$ cat config.mk
export PLATFORM = sky130hd
export DESIGN_NAME = date_day_difference_top
export DESIGN_NICKNAME = d
export VERILOG_FILES = /design/src/rtl/dd_pkg.sv /design/src/rtl/dd_day_num.sv /design/src/rtl/dd_diff.sv /design/src/rtl/date_day_difference_top.sv
export SDC_FILE = /design/constraint.sdc
export NUM_CORES = 1
export LEC_CHECK = 0
export BUFFER_PORTS_ARGS = -buffer_cell sky130_fd_sc_hd__clkbuf_2
export CORE_MARGIN = 3
export CORE_UTILIZATION = 45
export DETAILED_ROUTE_END_ITERATION = 6
export GPL_TIMING_DRIVEN = 0
export PLACE_DENSITY = 0.6
export SYNTH_ARGS = -nofsm -noshare
export SYNTH_HDL_FRONTEND = slang
export SYNTH_SLANG_ARGS = --single-unit
$ cat constraint.sdc
create_clock -name clock -period 5.5 [get_ports clock]
set_clock_uncertainty 0.15 [all_clocks]
set_input_delay 0 -clock clock [delete_from_list [all_inputs] [get_ports clock]]
set_output_delay 0 -clock clock [all_outputs]
set_load 0.02 [all_outputs]
$ cat src/rtl/dd_pkg.sv
`timescale 1ns / 1ps
// ----------------------------------------------------------------------------
// dd_pkg
// Shared types, constants and calendar tables for the date difference block.
// ----------------------------------------------------------------------------
package dd_pkg;

   localparam int DAY_W   = 5;
   localparam int MONTH_W = 4;
   localparam int YEAR_W  = 14;
   localparam int COUNT_W = 22;
   localparam int DOY_W   = 9;

   localparam logic [YEAR_W-1:0]  YEAR_MAX      = YEAR_W'(9999);
   localparam logic [COUNT_W-1:0] DAYS_PER_YEAR = COUNT_W'(365);
   localparam logic [DAY_W-1:0]   FEB_LEAP_LEN  = DAY_W'(29);

   localparam logic [MONTH_W-1:0] MONTH_JAN = MONTH_W'(1);
   localparam logic [MONTH_W-1:0] MONTH_FEB = MONTH_W'(2);
   localparam logic [MONTH_W-1:0] MONTH_DEC = MONTH_W'(12);

   typedef struct packed {
      logic [DAY_W-1:0]   day_a;
      logic [MONTH_W-1:0] month_a;
      logic [YEAR_W-1:0]  year_a;
      logic [DAY_W-1:0]   day_b;
      logic [MONTH_W-1:0] month_b;
      logic [YEAR_W-1:0]  year_b;
   } req_payload_type;

   typedef struct packed {
      logic [COUNT_W-1:0] day_count;
      logic               first_earlier;
      logic               bad_date;
   } rsp_payload_type;

   typedef struct packed {
      logic [DAY_W-1:0]   day;
      logic [MONTH_W-1:0] month;
      logic [YEAR_W-1:0]  year;
   } date_type;

   // Day number of one date plus its validity.
   typedef struct packed {
      logic               ok;
      logic [COUNT_W-1:0] num;
   } date_info_type;

   // Days before the first of the month in a common year.
   function automatic logic [DOY_W-1:0] days_before(input logic [MONTH_W-1:0] m);
      logic [DOY_W-1:0] d;
      unique case (m)
         4'd2:    d = DOY_W'(31);
         4'd3:    d = DOY_W'(59);
         4'd4:    d = DOY_W'(90);
         4'd5:    d = DOY_W'(120);
         4'd6:    d = DOY_W'(151);
         4'd7:    d = DOY_W'(181);
         4'd8:    d = DOY_W'(212);
         4'd9:    d = DOY_W'(243);
         4'd10:   d = DOY_W'(273);
         4'd11:   d = DOY_W'(304);
         4'd12:   d = DOY_W'(334);
         default: d = '0;
      endcase
      return d;
   endfunction

   // Month length in a common year; zero for a month code that means nothing.
   function automatic logic [DAY_W-1:0] month_len(input logic [MONTH_W-1:0] m);
      logic [DAY_W-1:0] d;
      unique case (m)
         4'd1, 4'd3, 4'd5, 4'd7, 4'd8, 4'd10, 4'd12: d = DAY_W'(31);
         4'd4, 4'd6, 4'd9, 4'd11:                    d = DAY_W'(30);
         4'd2:                                       d = DAY_W'(28);
         default:                                    d = '0;
      endcase
      return d;
   endfunction

endpackage

$ cat src/rtl/dd_day_num.sv
`timescale 1ns / 1ps
// ----------------------------------------------------------------------------
// dd_day_num
// Closed-form day number and range check for one calendar date.
// ----------------------------------------------------------------------------
module dd_day_num (
   input  dd_pkg::date_type      date,
   output dd_pkg::date_info_type info
);

   logic                          leap;
   logic [dd_pkg::DAY_W-1:0]      len;
   logic [dd_pkg::YEAR_W:0]       year_plus3;
   logic [dd_pkg::COUNT_W-1:0]    year_days;
   logic [dd_pkg::COUNT_W-1:0]    leap_days;
   logic [dd_pkg::COUNT_W-1:0]    month_days;

   assign leap = (date.year[1:0] == 2'b00);

   always_comb begin
      len = dd_pkg::month_len(date.month);
      if (date.month == dd_pkg::MONTH_FEB && leap) begin
         len = dd_pkg::FEB_LEAP_LEN;
      end
   end

   assign info.ok = (date.month >= dd_pkg::MONTH_JAN) && (date.month <= dd_pkg::MONTH_DEC) &&
                    (date.year <= dd_pkg::YEAR_MAX) &&
                    (date.day != '0) && (date.day <= len);

   // Leap days of earlier years: ceil(year / 4), year zero counted as leap.
   assign year_plus3 = {1'b0, date.year} + (dd_pkg::YEAR_W+1)'(3);
   assign year_days  = dd_pkg::COUNT_W'(date.year) * dd_pkg::DAYS_PER_YEAR;
   assign leap_days  = dd_pkg::COUNT_W'(year_plus3 >> 2);
   assign month_days = dd_pkg::COUNT_W'(dd_pkg::days_before(date.month)) +
                       dd_pkg::COUNT_W'(leap && (date.month > dd_pkg::MONTH_FEB));

   assign info.num = year_days + leap_days + month_days + dd_pkg::COUNT_W'(date.day);

endmodule

$ cat src/rtl/dd_diff.sv
`timescale 1ns / 1ps
// ----------------------------------------------------------------------------
// dd_diff
// Compare two day numbers and form the absolute distance and order flag.
// ----------------------------------------------------------------------------
module dd_diff (
   input  dd_pkg::date_info_type   info_a,
   input  dd_pkg::date_info_type   info_b,
   output dd_pkg::rsp_payload_type result
);

   logic a_less;
   logic bad;

   assign a_less = info_a.num < info_b.num;
   assign bad    = !(info_a.ok && info_b.ok);

   always_comb begin
      result.bad_date      = bad;
      result.first_earlier = a_less && !bad;
      if (bad) begin
         result.day_count = '0;
      end else if (a_less) begin
         result.day_count = info_b.num - info_a.num;
      end else begin
         result.day_count = info_a.num - info_b.num;
      end
   end

endmodule

$ cat src/rtl/date_day_difference_top.sv
`timescale 1ns / 1ps
// ----------------------------------------------------------------------------
// date_day_difference_top
// Days between two calendar dates (leap year every fourth year), with order
// and validity flags, one date pair per clock.
// ----------------------------------------------------------------------------
//
//  channel   handshake          payload                     direction
//  -------   ----------------   -------------------------   ---------
//  request   start / busy       req_data (two dates)        in
//  response  rsp_valid strobe   rsp_data (count, flags)     out
//
//  A beat is taken at each edge where start is high and busy is low; busy
//  never rises, so a new date pair may enter on every cycle.
//  Each beat passes the input register, the day number register and the result
//  register. The day number stage (constant multiply by 365 plus table add)
//  sets the cycle time.
//  Synchronous active-high reset clears the valid pipeline only.
//  The receiver cannot stall: each result shows for exactly one cycle.
//
module date_day_difference_top (
   input  logic                    clock,
   input  logic                    reset,
   input  logic                    start,
   output logic                    busy,
   input  dd_pkg::req_payload_type req_data,
   output logic                    rsp_valid,
   output dd_pkg::rsp_payload_type rsp_data
);

   // Input register stage.
   logic                    in_valid_ff;
   logic                    in_valid_in;
   dd_pkg::req_payload_type in_data_ff;

   // Day number stage.
   logic                    num_valid_ff;
   dd_pkg::date_info_type   info_a_ff;
   dd_pkg::date_info_type   info_b_ff;
   dd_pkg::date_info_type   info_a_in;
   dd_pkg::date_info_type   info_b_in;

   // Result register stage.
   logic                    out_valid_ff;
   dd_pkg::rsp_payload_type out_data_ff;
   dd_pkg::rsp_payload_type out_data_in;

   dd_pkg::date_type        date_a;
   dd_pkg::date_type        date_b;

   // Nothing ever backs up: results leave as they are made.
   assign busy        = 1'b0;
   assign in_valid_in = start && !busy;

   // Capture the request beat.
   always_ff @(posedge clock) begin
      if (reset) begin
         in_valid_ff <= 1'b0;
      end else begin
         in_valid_ff <= in_valid_in;
      end
      if (in_valid_in) begin
         in_data_ff <= req_data;
      end
   end

   assign date_a = '{day: in_data_ff.day_a, month: in_data_ff.month_a, year: in_data_ff.year_a};
   assign date_b = '{day: in_data_ff.day_b, month: in_data_ff.month_b, year: in_data_ff.year_b};

   // One day number unit per date.
   dd_day_num u_num_a (
      .date (date_a),
      .info (info_a_in)
   );

   dd_day_num u_num_b (
      .date (date_b),
      .info (info_b_in)
   );

   // Hold the day numbers for the compare stage.
   always_ff @(posedge clock) begin
      if (reset) begin
         num_valid_ff <= 1'b0;
      end else begin
         num_valid_ff <= in_valid_ff;
      end
      if (in_valid_ff) begin
         info_a_ff <= info_a_in;
         info_b_ff <= info_b_in;
      end
   end

   dd_diff u_diff (
      .info_a (info_a_ff),
      .info_b (info_b_ff),
      .result (out_data_in)
   );

   // Advance into the result register; the strobe lasts one cycle.
   always_ff @(posedge clock) begin
      if (reset) begin
         out_valid_ff <= 1'b0;
      end else begin
         out_valid_ff <= num_valid_ff;
      end
      if (num_valid_ff) begin
         out_data_ff <= out_data_in;
      end
   end

   assign rsp_valid = out_valid_ff;
   assign rsp_data  = out_data_ff;

   // A result strobe always traces back to a request beat taken earlier.
   assert property (@(posedge clock) disable iff (reset)
      rsp_valid |-> $past(start && !busy, 3))
      else $error("result strobe without matching request beat");

   // A bad date reports neither distance nor order.
   assert property (@(posedge clock) disable iff (reset)
      (rsp_valid && rsp_data.bad_date) |-> (rsp_data.day_count == '0 && !rsp_data.first_earlier))
      else $error("bad date carries a nonzero result");

   // Strict precedence implies a nonzero distance.
   assert property (@(posedge clock) disable iff (reset)
      (rsp_valid && rsp_data.first_earlier) |-> (rsp_data.day_count != '0))
      else $error("first date earlier but zero distance");

   // Day numbers of valid dates stay inside the count range.
   assert property (@(posedge clock) disable iff (reset)
      (num_valid_ff && info_a_ff.ok) |->
         (info_a_ff.num <= dd_pkg::COUNT_W'(dd_pkg::YEAR_MAX) * dd_pkg::DAYS_PER_YEAR +
                           dd_pkg::COUNT_W'(3000)))
      else $error("day number out of range");

endmodule

==> metrics.md <==
| Metric | Value |
|---|---|
| Met1 usage | 0.278 |
| Die width | 189 um |
| Worst Path Required | between 5 and 6 ns |
| IO Count | 75 |
| Status | finished, final reports clean |
| DP HPWL | 27,100 um |
| Synth-to-layout area growth | 18.5% |
| Final Hold Fails | 0 |
| CP max-delay cell | fa_2 |
| Via density per instance | a little over 5 |
| Hold Startpoint | req_data[45] |
| GR Overflow Total | 0 |
| Final setup violation count | 0 |
| Largest net degree at the start of global routing | 49 |
| Cell count of the worst reg-to-reg path | 20 |
| Drt drc | 0 |
| Worst Path Arrival | between 5 and 6 ns |
| Hold path depth | 2 |
| Drt total wl | 34,500 um |
| Clk buf depth | 2 |
| CTS Buf Count | 17 |
| Worst rel slew slack | 0.168 |
| Main synth FF type | edfxtp_1 |
| Hold Path End | date_a[22] |
| Die ar. | 35,700 um2 |
| YS warnings | 0 |
| HP Class | input pin to flip-flop |
| Layout cell share with drive strength beyond 1 | 0.149 |
| Sinks on Clock Net | 143 |
| FILL cells | 2,956 |
| Worst-Skew Late Latency | ~0.45 ns |
| Tcrit/Tclk final | 0.984 |
| Die H | 189 um |
| Input/output buffers | 73 |
| Total GRT Usage | 0.200 |
| Slew @ Worst Pin | 1.25 ns |
| Synthesis-stage register bit count | 143 |
| Busiest grt layer | met2 |
| Delay-heaviest family, CP | adder cells |
| Clk pin slew, worst setup/hold paths | roughly 0.070 ns |
| CTS tree | built |
| Max-slew violations | 0 |
| Post-DR wirelength/cell | 16.1 um |
| Reg2Reg Launch Point | date_a[1] |
| Worst path most repeated cell | fa_1 |
| Sequential fraction of the synthesis area | 0.267 |
| H-tree depth | 4 |
| Post-route ant nets | 0 |
| Inst Count DP | 2,037 |
| CTS Root Cell | clkbuf_16 |
| Post-synth EDFFs | 116 |
| First-pass GRT wire length | between 50,000 and 60,000 um |
| Unrepaired setup endpoints after global routing | yes |
| Syn nets | around 1,900 |
| FF-to-FF setup slack | 0.09 ns |
| Std cell rows | 66 |
| Worst Setup Start Kind | flip-flop |
| CP Capture Type | flip-flop |
| Area of the multi-input gates | 10,300 um2 |
| Met2 GRT Util | 0.330 |
| GP Congestion | 0.879 |
| Max incr delay on CP | 0.55 ns |
| Worst-path cell chain | nor2_4, a21boi_2, ha_2, ha_4, nand3_4, xor2_2, fa_2, fa_1, fa_1, fa_1, inv_2, ha_4, nor2b_4, o21a_1, o21ai_2, a21oi_2, o21a_2, buf_6, a211oi_4, xnor2_2 |
| Max cap viols | 0 |
| Vias in the first global route | 11,100 |
| Reg2Reg Capture Point | info_a_ff[18] |
| Post-synth ARST share | 0 |
| Period minus WS final | 5.41 ns |
| Register area | 4030 um2 |
| Post-Syn Area | 15,000 um2 |
| Initial Utilization | 0.459 |
| Kind of critical path | flip-flop to flip-flop |
| Buffers plus inverters on the worst setup path | 2 |
| Detailed-route via count | 10,900 |
| DR pass1 iterations | 5 |
| Core Footprint | 32,800 um2 |
| Routing usage on met3 | 0.0322 |
| Fmax | 185 MHz |
| Netlist cell types | 66 |
| Critical Path Fanout Max | 3 |
| Cells after Synth | 1,521 |
| DRT iter0 DRCs | slightly above 700 |
| # diodes | 0 |
| Non-Filler Instances | 2,145 |
| Final nets | between 2,000 and 2,500 |
| Mapped Avg Cell Area | 9.89 um2 |
| Antenna violations before repair | 1 |
cells in the mapped netlist (3+ instances only):
cell type / n / share of area
edfxtp_1: 116 / 0.23
fa_1: 138 / 0.18
nor4_1: 4 / 0.0017
and4_1: 3 / 0.0017
nor3_1: 19 / 0.0063
a221o_1: 4 / 0.0027
xnor2_1: 63 / 0.037
nand2b_1: 15 / 0.0062
o31ai_1: 3 / 0.0015
a21o_1: 39 / 0.019
o21a_1: 10 / 0.0050
buf_2: 3 / 0.0010
nand3b_1: 4 / 0.0020
buf_4: 3 / 0.0015
a22oi_1: 3 / 0.0015
dfxtp_1: 27 / 0.036
a21oi_1: 91 / 0.030
o21ai_0: 60 / 0.020
o21bai_1: 6 / 0.0030
and3_1: 17 / 0.0071
mux2_2: 3 / 0.0022
mux2i_1: 13 / 0.0086
ha_1: 219 / 0.18
xor2_1: 18 / 0.010
inv_1: 316 / 0.079
a21boi_0: 7 / 0.0035
or2_2: 9 / 0.0037
nand2_1: 61 / 0.015
a31oi_1: 11 / 0.0046
or3_1: 14 / 0.0058
a211o_1: 5 / 0.0029
nand4_1: 5 / 0.0021
nor2b_1: 21 / 0.0087
nor2_1: 64 / 0.016
nand3_1: 41 / 0.014
and2_1: 7 / 0.0029
a211oi_1: 17 / 0.0085
o211ai_1: 11 / 0.0055
clkbuf_1: 17 / 0.0042
logic make-up after synthesis:
kind of cell / synth area share
fa+ha+maj: 0.366
buf+inv: 0.0867
compound gates: 0.125
simple gates: 0.0973
flops: 0.267
xor+xnor: 0.0472
mux: 0.0109
other cells: 0.000249
per-stage QoR:
step	utilization	hold WS [ns]	cell area, um2	worst slack [ns]	setup TNS, ns
after global routing	0.544	0.105	17800	-0.131	-0.433
after CTS	0.529	0.0996	17400	-0.0180	-0.0180
after detailed placement	0.488	0.0286	16000	-0.771	-11.93
after global placement	0.487	0.0269	16000	-0.755	-10.89
final	0.544	0.118	17800	0.0857	0
after floorplan	-	-0.0784	15100	0.0245	0
worst reg2reg max path, delay by kind of cell (launching register included):
kind,cells,cell delay [ns]
compound gates,6,1.14
xor+xnor,2,0.34
fa+ha+maj,7,2.55
buf+inv,2,0.17
flops,1,0.44
simple gates,3,0.35
cell usage in the layout (no fill, tap or decap), drive strengths merged, types with 17 or more instances in the layout:
master	n
xor2	18
nand3	41
nor3	19
ha	219
a21o	39
clkbuf	109
a211oi	18
nor2b	21
a21oi	93
dfxtp	27
inv	325
nor2	64
and3	17
nand2	62
buf	37
o21ai	61
edfxtp	116
fa	138
xnor2	63
dlygate4sd3	47
routing by layer:
| metal | part of all wire | routed length (um) | up-vias |
|---|---|---|---|
| met1 | 0.47 | 16400 | 5273 |
| met3 | 0.037 | 1260 | 30 |
| met2 | 0.47 | 16300 | 201 |
| li1 | - | - | 5427 |
| met5 | 0 | 0 | - |
| met4 | 0.017 | 573 | 0 |
timing repair:
| item | in CTS | in global routing |
|---|---|---|
| hold buffers | 47 | 0 |
| buffers inserted | 13 | 16 |
| endpoints found under the hold margin | 66 | 0 |
| gates resized for setup | 48 | 72 |
| pin swaps | 37 | 53 |
| endpoints found under the setup margin | 27 | 20 |
layout make-up:
class / instances / share of cell area
well taps: 442 / 0.0310
repair buffers: 150 / 0.0609
plain buffers: 25 / 0.00660
clock inverters: 14 / 0.00646
flip-flops and latches: 143 / 0.226
clock buffers: 18 / 0.0253
multi-input cells: 1037 / 0.577
inverters: 316 / 0.0665
worst max path at each step:
stage | from | to | slack [ns] | depth (start not counted)
floorplan | date_a[1] | info_a_ff[21] | 0.02 | 20
global placement | date_a[1] | info_a_ff[20] | -0.75 | 20
detailed placement | date_a[1] | info_a_ff[19] | -0.77 | 19
CTS | date_b[1] | info_b_ff[18] | -0.02 | 20
global route | date_b[0] | info_b_ff[21] | -0.13 | 22
finish | date_a[1] | info_a_ff[18] | 0.09 | 20
Power is left out: the tool's default activity adds up to more than one toggle a clock period on the data nets, which glitch-free logic cannot reach.
